## config.mk

```make
export PLATFORM = sky130hd
export DESIGN_NAME = dbc_ctrl
export DESIGN_NICKNAME = d
export VERILOG_FILES = /design/src/design/dbc_pkg.sv /design/src/design/dbc_ctrl.sv
export SDC_FILE = /design/constraint.sdc
export NUM_CORES = 1
export LEC_CHECK = 0
export ABC_AREA = 1
export BUFFER_PORTS_ARGS = -buffer_cell sky130_fd_sc_hd__clkbuf_2
export CAP_MARGIN = 20
export CORE_AREA = 4 4 41 43
export DETAILED_ROUTE_END_ITERATION = 10
export DIE_AREA = 0 0 45 47
export HOLD_SLACK_MARGIN = 0.08
export PLACE_DENSITY = 0.58
export SYNTH_ARGS = -nofsm -noshare
export SYNTH_HDL_FRONTEND = slang
export SYNTH_SLANG_ARGS = --single-unit
```

## constraint.sdc

```tcl
create_clock -name clk -period 1.3 [get_ports clk]
set_input_delay 0.13 -clock clk [delete_from_list [all_inputs] [get_ports clk]]
set_output_delay 0.13 -clock clk [all_outputs]
set_load 0.03 [all_outputs]
```

## src/design/dbc_pkg.sv

```systemverilog
// dbc_pkg: shared types and constants of the destination bypass classifier
// holds request payload structs, prefix table row, reason and register codes
// no dependencies
`default_nettype none

package dbc_pkg;

  // classification and table-write request
  typedef struct packed {
    logic        action;
    logic        is_v6;
    logic [63:0] addr_hi;
    logic [63:0] addr_lo;
    logic [15:0] dest_port;
    logic [5:0]  entry_index;
    logic [7:0]  entry_length;
    logic        entry_valid;
  } in_item_t;

  // result request
  typedef struct packed {
    logic        bypass;
    logic        set_mark;
    logic [31:0] mark_out;
    logic [2:0]  reason;
  } out_item_t;

  // one prefix table row
  typedef struct packed {
    logic         valid;
    logic         is_v6;
    logic [7:0]   len;
    logic [127:0] bits;
  } entry_t;

  // controller to datapath commands
  typedef struct packed {
    logic load_item;
    logic eval;
    logic clr_step;
    logic scan_step;
    logic mem_write;
    logic push_result;
  } ctrl_cmd_t;

  // datapath to controller status
  typedef struct packed {
    logic item_is_write;
    logic last_addr;
    logic out_free;
  } dp_status_t;

  // request action codes
  localparam logic ACT_CLASSIFY = 1'b0;
  localparam logic ACT_WRITE    = 1'b1;

  // bypass reason codes
  localparam logic [2:0] REASON_NONE     = 3'd0;
  localparam logic [2:0] REASON_LOOPBACK = 3'd1;
  localparam logic [2:0] REASON_MCAST    = 3'd2;
  localparam logic [2:0] REASON_LLOCAL   = 3'd3;
  localparam logic [2:0] REASON_ENDPOINT = 3'd4;
  localparam logic [2:0] REASON_PREFIX   = 3'd5;

  // configuration register indexes
  localparam int CFG_IDX_W = 3;
  localparam logic [CFG_IDX_W-1:0] CFG_MARK_ENABLE     = 3'd0;
  localparam logic [CFG_IDX_W-1:0] CFG_MARK_VALUE      = 3'd1;
  localparam logic [CFG_IDX_W-1:0] CFG_ENDPOINT_ENABLE = 3'd2;
  localparam logic [CFG_IDX_W-1:0] CFG_ENDPOINT_IS_V6  = 3'd3;
  localparam logic [CFG_IDX_W-1:0] CFG_ENDPOINT_PORT   = 3'd4;
  localparam logic [CFG_IDX_W-1:0] CFG_ENDPOINT_HI     = 3'd5;
  localparam logic [CFG_IDX_W-1:0] CFG_ENDPOINT_LO     = 3'd6;
  localparam int CFG_DATA_W = 64;

  // fixed address classes
  localparam logic [7:0]  V4_LOOPBACK_OCTET = 8'd127;
  localparam logic [3:0]  V4_MCAST_NIBBLE   = 4'd14;
  localparam logic [31:0] V4_BROADCAST      = 32'hffffffff;
  localparam logic [31:0] V6_LLOCAL_MASK    = 32'hffc00000;
  localparam logic [31:0] V6_LLOCAL_VALUE   = 32'hfe800000;
  localparam logic [31:0] V6_MCAST_MASK     = 32'hff000000;

endpackage

`default_nettype wire

```

## src/design/dbc_ctrl.sv

```systemverilog
// dbc_ctrl: sequencing state machine of the bypass classifier
// clearing pass, request decode, prefix scan and result hand-off; uses dbc_pkg
`default_nettype none

module dbc_ctrl (
  input  wire                 clk,
  input  wire                 rst_n,
  input  wire                 in_valid,
  output logic                in_ready,
  input  dbc_pkg::dp_status_t status,
  output dbc_pkg::ctrl_cmd_t  cmd
);

  typedef enum logic [5:0] {
    ST_CLEAR    = 6'b000001,
    ST_IDLE     = 6'b000010,
    ST_DECODE   = 6'b000100,
    ST_SCAN     = 6'b001000,
    ST_SCAN_END = 6'b010000,
    ST_FINISH   = 6'b100000
  } state_t;

  state_t state_r, state_nxt;

  // next state and commands
  always_comb begin
    state_nxt = state_r;
    cmd       = '0;
    in_ready  = 1'b0;
    case (state_r)
      ST_CLEAR: begin
        cmd.clr_step = 1'b1;
        if (status.last_addr) state_nxt = ST_IDLE;
      end
      ST_IDLE: begin
        in_ready = 1'b1;
        if (in_valid) begin
          cmd.load_item = 1'b1;
          state_nxt     = ST_DECODE;
        end
      end
      ST_DECODE: begin
        if (status.item_is_write) begin
          cmd.mem_write = 1'b1;
          state_nxt     = ST_FINISH;
        end else begin
          cmd.eval  = 1'b1;
          state_nxt = ST_SCAN;
        end
      end
      ST_SCAN: begin
        cmd.scan_step = 1'b1;
        if (status.last_addr) state_nxt = ST_SCAN_END;
      end
      ST_SCAN_END: begin
        // last compare lands in the hit flag here
        state_nxt = ST_FINISH;
      end
      ST_FINISH: begin
        if (status.out_free) begin
          cmd.push_result = 1'b1;
          state_nxt       = ST_IDLE;
        end
      end
      default: begin
        state_nxt = ST_CLEAR;
      end
    endcase
  end

  // state register
  always_ff @(posedge clk) begin
    if (!rst_n) begin
      state_r <= ST_CLEAR;
    end else begin
      state_r <= state_nxt;
    end
  end

  // checks
  a_push_needs_room: assert property (@(posedge clk) disable iff (!rst_n)
    cmd.push_result |-> status.out_free)
    else $error("result pushed while output register occupied");

  a_scan_ends: assert property (@(posedge clk) disable iff (!rst_n)
    (state_r == ST_SCAN) && status.last_addr |=> state_r == ST_SCAN_END)
    else $error("scan did not stop after last table entry");

  a_write_only_for_write: assert property (@(posedge clk) disable iff (!rst_n)
    cmd.mem_write |-> status.item_is_write)
    else $error("table write issued for a classify request");

endmodule

`default_nettype wire

```

==> flow_summary.ini, run 1 <==
[run_status]
outcome = complete, but fails checks
violations = negative setup slack

[placement]
dp_slack_ns = 0.145
place.gp.congestion = 0.836
placed_area_sq_um = 483
dp_hpwl_microns = 723
port_buffers = 12

[floorplanning]
initial_utilization = 0.316
rows = 13
ios = 13
fp.coreArea_sq_um = 1300
die_area_sq_um = 2120
chipWidth_microns = 45
die_h_microns = 47

[clock_tree]
numCtsBuffers = 3
cts_root_buffer = clkbuf_4
hold_buffers = 0
cts_max_path_buffers = 2
clock_sinks = 6
htreeDepth = 1
cts_tree = yes
clk_pin_slew_ns = 0.04
clock_latency_ns = 0.25

[sta]
min_period_ns = 1.33
hold_viol = 0
setup_viol = 6
fin_ws_ns = -0.0262
hold_ws_ns = 0.125
finalCritPeriodShare = 1.02
worstMarginPinSlew_ns = 0.192
rsz0062_at_grt = true
tns_ns = -0.0737
finalClockSkew_ns = 0.00342
slew_viol_final = 0
clock.fmax_ghz = 0.754
relSlewSlack = 0.871

[worst_setup_path]
cp_top_family = flip-flops
path_common_cell = inv_2
reg2reg_slack_ns = 0.04
cp_max_fo = 4
cp-start-kind = flop
r2r_start = state_r[1]$_SDFFE_PN0P_
regToRegEndpoint = state_r[1]$_SDFFE_PN0P_
reg2regPathDepth = 8
arrival_ns = 1.20
critPathRequiredTime_ns = 1.17
end_kind = output pin
critPathKind = reg2out
cpMaxStageDelayCell = dfxtp_4
crit_chain = nor2_4, nand4_4, inv_2, nand2_2, inv_2, buf_8
slowest_delay_ns = 0.35
worst-path-buf-inv = 3

[pwr]
swShare = 0.427
combPwrFrac = 0.516
seq_power_share = 0.303
power.internal_w = 0.000541
pwr-share-clk = 0.180
switchingPower_w = 0.000403
p_leak_nw = 0.347
peakVddDrop_mv = 0.705
p_per_area_nw_per_um2 = 1460

[finish]
insertedDiodeCount = 0
nets = 91
final_util = 0.498
reg_top3 = state_r: 6 flops
regMostFlops = state_r
largest_reg_flops = 6
layout_common_cells = 11 x inv_1, 7 x buf_4, 6 x inv_2, 6 x nand2_1
drive_gt1_frac = 0.602
finalInstanceArea_sq_um = 648
layout_commonest_cell = inv_1
syn_to_final_growth_pct = 57.4

[synthesis]
synthMuxAreaShare = 0
syn_area_per_cell_sq_um = 6.64
synthAdderAreaFrac = 0
synth_area_leader_cell = dfxtp_1
synthCells = 62
synth-seq-cells = 6
synth-xor-area-share = 0
synth_nets = 68
ys_seq_area_frac = 0.292
synth_compound_gate_area_share = 0.0426
synth_top_family_by_area = simple AND/OR/NAND/NOR gates
synthTopCellsByArea = dfxtp_1 29%, inv_1 14%, nor2_4 8.2%
synthDistinctLibCells = 16
synth-simple-area-share = 0.492
synth_top_area_frac = 0.292
syn_area_sq_um = 412
yosys_warnings = 0

[global_routing]
overflow = 0
grt_pass1_vias = 462
grt_pass1_wl_microns = 1850
grt_max_degree = 6
grtUsageTotal = 0.123
antenna_found_initial = 0

[drt]
ant_nets = 0
drtIter0Drc = 4
via_count = 461
first_pass_iters = 2
wl_per_cell_microns = 10.8
via_per_inst = 4.70
drc = 0
wl_microns = 1050

[min_path]
hold_end = state_r[5]$_SDFFE_PN0P_
hold_start = rst_n
hold_class = in2reg
hold_depth = 3

[job]
drv_cap = 0
logic make-up after synthesis:
logic type             after synthesis
AOI/OAI and AO/OA                    3
buffers and inverters               18
DFF                                  6
and+or+nand+nor                     35
worst register-to-register path: cells and delay by family (launching register included):
kind | cells | cell delay, ns
AOI/OAI and AO/OA | 1 | 0.06
buffers and inverters | 2 | 0.29
DFF | 1 | 0.35
and+or+nand+nor | 5 | 0.45
routing by layer:
metal	global-route usage	share of wire
met1	0.123	0.40
met4	0.0877	0.023
met5	0	0
met3	0.0307	0.080
met2	0.220	0.50
power by group through the flow:
stage          registers (W)  logic, W  clock network [W]
3_3_place_gp        0.000267  0.000381                  0
5_1_grt             0.000295  0.000537           0.000179
4_1_cts             0.000273  0.000456           0.000175
6_report            0.000286  0.000487           0.000170
2_1_floorplan       0.000260  0.000311                  0
3_5_place_dp        0.000268  0.000384                  0
Yosys cell counts:
library cell,n
nor2_2,1
nor2_4,3
nand4_2,1
inv_1,15
nand2_1,7
nor2_1,8
a21oi_1,2
nand2_2,3
nand3_1,5
buf_4,1
dfxtp_1,6
inv_2,2
nand4_1,4
nor3_1,1
o211ai_1,1
nand3_2,2
timing repair:
action                                  in CTS  in global routing
resized for setup                           24                 11
pin swaps                                    6                  3
buffers inserted                             5                  2
endpoints found under the setup margin       7                  7
worst max-delay path by stage:
stage / start / end / slack (ns) / cells past startpoint
2_1_floorplan: state_r[1]$_SDFFE_PN0P_ / cmd[5] / 0.10 / 4
3_3_place_gp: state_r[2]$_SDFFE_PN0P_ / cmd[0] / 0.16 / 4
3_5_place_dp: state_r[1]$_SDFFE_PN0P_ / cmd[4] / 0.14 / 6
4_1_cts: state_r[4]$_SDFFE_PN0P_ / cmd[4] / -0.06 / 6
5_1_grt: state_r[1]$_SDFFE_PN0P_ / cmd[4] / -0.11 / 6
6_report: state_r[1]$_SDFFE_PN0P_ / cmd[4] / -0.03 / 6
layout make-up:
cell class | instances | area [sq um]
Inverter | 17 | 63.8
Timing Repair Buffer | 19 | 164
Clock buffer | 3 | 22.5
Sequential cell | 6 | 133
Fill cell | 136 | 653
Tap cell | 15 | 18.8
Multi-Input combinational cell | 38 | 246
metrics by stage:
stage	power, W	std cells
floorplan	0.000571	62
global placement	0.000648	88
detailed placement	0.000652	88
CTS	0.000904	96
global route	0.00101	98
finish	0.000944	98
Note: power is estimated with default switching activity, not from simulation.
==> run 2, diff against run 1 <==
- CELL_PAD_IN_SITES_DETAIL_PLACEMENT: unset -> 1
- CELL_PAD_IN_SITES_GLOBAL_PLACEMENT: unset -> 2
- CORE_AREA: 4 4 41 43 -> unset
- CORE_MARGIN: unset -> 4
- CORE_UTILIZATION: unset -> 24
- DIE_AREA: 0 0 45 47 -> unset
- PLACE_DENSITY: 0.58 -> 0.78
- clock period: 1.3 -> 1.4 ns (I/O delays scaled with it)
==> run 2 against run 1 <==
Against the previous run: the flow still finishes with violations (negative setup slack); combinational power up 4.7%; clock power barely moved; via count grew 5.4%; sequential share of layout area is 1.2 points lower; critical path type unchanged.
==> flow_summary.ini, run 2 (synthesized netlist as in run 1, its figures left out) <==
[finish]
layout_common_cells = 12 x buf_4, 11 x inv_1, 6 x inv_2, 6 x nand2_1
largest_reg_flops = 6
layout.cells.non_filler = 101
syn_to_final_growth_pct = 61.1
insertedDiodeCount = 0
reg_top3 = state_r: 6 flops
drive_gt1_frac = 0.588
regMostFlops = state_r
nets = 93
layout_commonest_cell = buf_4

[sta]
fin_ws_ns = -0.00160
clock.fmax_ghz = 0.713
relSlewSlack = 0.849
setup_viol = 1
finalClockSkew_ns = 0.00186
hold_ws_ns = 0.124
hold_viol = 0
finalCritPeriodShare = 1.00
slew_viol_final = 0
worstMarginPinSlew_ns = 0.226
rsz0062_at_grt = true
min_period_ns = 1.40

[drt]
via_per_inst = 4.81
drtIter0Drc = 4
drc = 0
via_count = 486
wl_per_cell_microns = 12.9
first_pass_iters = 4
wl_microns = 1300
ant_nets = 0

[worst_setup_path]
path_common_cell = nor2_1
regToRegEndpoint = state_r[1]$_SDFFE_PN0P_
slowest_delay_ns = 0.36
critPathKind = reg2out
reg2regPathDepth = 8
end_kind = output pin
reg2reg_slack_ns = 0.07
cp-start-kind = flop
cpMaxStageDelayCell = dfxtp_2
cp_max_fo = 3
arrival_ns = 1.26
r2r_start = state_r[4]$_SDFFE_PN0P_
crit_chain = inv_1, nor2_1, nand3_2, nor2_1, buf_4
critPathRequiredTime_ns = 1.26

[global_routing]
overflow = 0
grt_pass1_wl_microns = 1950
grtUsageTotal = 0.108
grt_max_degree = 7
grt_pass1_vias = 464
antenna_found_initial = 0

[placement]
place.gp.congestion = 0.687
port_buffers = 12
dp_hpwl_microns = 921
dpl.cell_count = 89

[clock_tree]
clock_sinks = 6
numCtsBuffers = 3
clk_pin_slew_ns = 0.05
cts_max_path_buffers = 2
htreeDepth = 1
cts_root_buffer = clkbuf_4
hold_buffers = 0
clock_latency_ns = 0.25
cts_tree = yes

[floorplanning]
die_h_microns = 49.4
initial_utilization = 0.264
fp.coreArea_sq_um = 1560
ios = 13
chipWidth_microns = 49.4
rows = 14
die_area_sq_um = 2440

[min_path]
hold_start = rst_n
hold_end = state_r[5]$_SDFFE_PN0P_
hold_depth = 3
hold_class = in2reg

[run_status]
outcome = complete, but fails checks
violations = negative setup slack

[job]
drv_cap = 0

[pwr]
p_per_area_nw_per_um2 = 1410
peakVddDrop_mv = 0.770
p_leak_nw = 0.355
-- run 2: cell count changes in the layout (fill, tap and decap cells not counted), sizes merged --
cell    delta
buf        +5
clkbuf     -3
-- run 2: cell type report --
type	count	area [sq um]
Tap cell	16	20.0
Sequential cell	6	128
Clock buffer	3	22.5
Fill cell	200	896
Inverter	17	63.8
Multi-Input combinational cell	38	269
Timing Repair Buffer	21	160
-- run 2: repair_timing --
| item | 4_1_cts | 5_1_grt |
|---|---|---|
| gates resized for setup | 11 | 26 |
| endpoints found under the setup margin | 6 | 8 |
| pin swaps | 2 | 6 |
| setup buffers | 3 | 6 |
-- run 2: routing by layer --
| layer | GRT usage | up-vias | part of all wire |
|---|---|---|---|
| met5 | 0 | - | 0 |
| met4 | 0.0968 | 0 | 0.035 |
| met3 | 0.0245 | 6 | 0.049 |
| met2 | 0.163 | 15 | 0.48 |
| met1 | 0.125 | 226 | 0.43 |
| li1 | - | 239 | - |
-- run 2: how the worst max path moves through the flow --
stage,start,slack [ns],to
after floorplan,state_r[1]$_SDFFE_PN0P_,0.19,cmd[5]
after global placement,state_r[1]$_SDFFE_PN0P_,0.23,cmd[5]
after detailed placement,state_r[1]$_SDFFE_PN0P_,0.21,cmd[4]
after CTS,state_r[4]$_SDFFE_PN0P_,-0.02,cmd[4]
after global routing,state_r[4]$_SDFFE_PN0P_,-0.06,cmd[4]
final,state_r[1]$_SDFFE_PN0P_,-0.002,cmd[5]
-- run 2: power by group --
group          switching [W]  internal (W)
Sequential         0.0000464      0.000207
Clock              0.0000715     0.0000976
Combinational       0.000293      0.000217
Total               0.000411      0.000521
-- run 2: critical path, delay by kind of cell, from the launching register on --
family / cells / cell delay [ns]
buffers and inverters: 2 / 0.22
AND/OR/NAND/NOR: 3 / 0.43
flip-flops: 1 / 0.36
-- run 2: per-stage QoR --
| stage | worst slack, ns | util | cell area [sq um] | power (W) | setup TNS (ns) |
|---|---|---|---|---|---|
| global route | -0.0638 | 0.425 | 663 | 0.000999 | -0.288 |
| CTS | -0.0167 | 0.365 | 569 | 0.000875 | -0.0342 |
| floorplan | 0.195 | - | 412 | 0.000531 | 0 |
| finish | -0.00160 | 0.425 | 663 | 0.000932 | -0.00160 |
| detailed placement | 0.209 | 0.311 | 484 | 0.000619 | 0 |
| global placement | 0.228 | 0.311 | 484 | 0.000607 | 0 |
==> run 3, diff against run 2 <==
- MAX_ROUTING_LAYER: unset -> met4
==> run 3 against run 2 <==
Against the previous run: the run still ends with negative setup slack left; hold slack barely moved; register-to-register slack barely moved; core utilization did not move; via count did not move; fmax barely moved; sequential share of layout area did not move; final area did not move; clock skew did not move.
==> flow_summary.ini, run 3 (synthesized netlist as in run 1, its figures left out) <==
[worst_setup_path]
cp-start-kind = flop
critPathLaunch = state_r[1]$_SDFFE_PN0P_
arrival_ns = 1.26
path_common_cell = nor2_1
critPathKind = reg2out
crit_cells = 5
crit_chain = inv_1, nor2_1, nand3_2, nor2_1, buf_4
worst-path-buf-inv = 2
cp_max_fo = 3
cpMaxStageDelayCell = dfxtp_2
end_kind = output pin
reg2regPathDepth = 8
cp_top_family = simple AND/OR/NAND/NOR gates
reg2reg_slack_ns = 0.07
r2r_start = state_r[4]$_SDFFE_PN0P_
critPathRequiredTime_ns = 1.26
slowest_delay_ns = 0.36

[global_routing]
grt_pass1_wl_microns = 1950
grtUsageTotal = 0.111
overflow = 0
grt_pass1_vias = 463
grt_max_degree = 7
antenna_found_initial = 0

[drt]
via_count = 486
wl_microns = 1300
drc = 0
wl_per_cell_microns = 12.9
ant_nets = 0
drtIter0Drc = 4
first_pass_iters = 4
via_per_inst = 4.81

[sta]
min_period_ns = 1.40
rsz0062_at_grt = true
slew_viol_final = 0
clock.fmax_ghz = 0.713
hold_viol = 0
tns_ns = -0.00161
setup_viol = 1
finalCritPeriodShare = 1.00
relSlewSlack = 0.849
hold_ws_ns = 0.124
worstMarginPinSlew_ns = 0.226
fin_ws_ns = -0.00161
finalClockSkew_ns = 0.00186

[clock_tree]
clk_pin_slew_ns = 0.05
numCtsBuffers = 3
cts_root_buffer = clkbuf_4
clock_latency_ns = 0.25
htreeDepth = 1
clock_sinks = 6
cts_tree = yes
cts_max_path_buffers = 2

[floorplanning]
initial_utilization = 0.264
chipWidth_microns = 49.4
ios = 13
die_h_microns = 49.4
rows = 14
fp.coreArea_sq_um = 1560
die_area_sq_um = 2440

[finish]
reg_top3 = state_r: 6 flops
regMostFlops = state_r
drive_gt1_frac = 0.588
layout_common_cells = 12 x buf_4, 11 x inv_1, 6 x inv_2, 6 x nand2_1
largest_reg_flops = 6
insertedDiodeCount = 0
nets = 93
final_util = 0.425
layout_commonest_cell = buf_4
syn_to_final_growth_pct = 61.1

[placement]
dp_slack_ns = 0.209
place.gp.congestion = 0.694
dp_hpwl_microns = 921
port_buffers = 12

[job]
drv_cap = 0

[pwr]
p_leak_nw = 0.355
p_per_area_nw_per_um2 = 1410
finalPower_w = 0.000932
peakVddDrop_mv = 0.770

[run_status]
violations = negative setup slack
outcome = complete, but fails checks

[min_path]
hold_depth = 3
hold_class = in2reg
hold_start = rst_n
run 3: cell counts in the layout (fill, tap and decap cells not counted):
No cell type changed its count.
run 3: through the flow:
stage,cells,area (sq um)
finish,101,663
global placement,89,484
global route,101,663
floorplan,62,412
detailed placement,89,484
CTS,95,569
run 3: path summary, 6_finish.rpt:
path | end
worst max-delay path | cmd[5]
worst min-delay path | state_r[5]$_SDFFE_PN0P_
worst max register to register | state_r[1]$_SDFFE_PN0P_
worst min register to register | state_r[0]$_SDFFE_PN1P_
run 3: layout make-up:
cell class                 instances  area [sq um]
clock buffer                       3          22.5
fill                             200           896
inverter                          17          63.8
multi-input combinational         38           269
sequential                         6           128
tap                               16          20.0
timing repair buffer              21           160
run 3: routing by layer:
layer  share of wire  global-route usage  wire (microns)  up-vias
met5               0                   -               0        -
li1                -                   -               -      239
met1            0.43               0.125             560      226
met2            0.48               0.163             627       15
met4           0.035              0.0968              46        0
met3           0.049              0.0245              64        6
run 3: timing repair:
action	CTS	global route
pin swaps	2	6
buffers inserted	3	6
endpoints found under the setup margin	6	8
hold buffers	0	0
resized for setup	11	26
run 3: power by group:
part | leakage [nW] | switching (W) | internal [W]
sequential | 0.0502 | 0.0000464 | 0.000207
clock | 0.0138 | 0.0000715 | 0.0000976
combinational | 0.291 | 0.000293 | 0.000217
run 3: tightest hold or removal path, cell delays in order:
cell and delay (ns):
clkbuf_2 0.11, nand2_1 0.05, inv_1 0.04
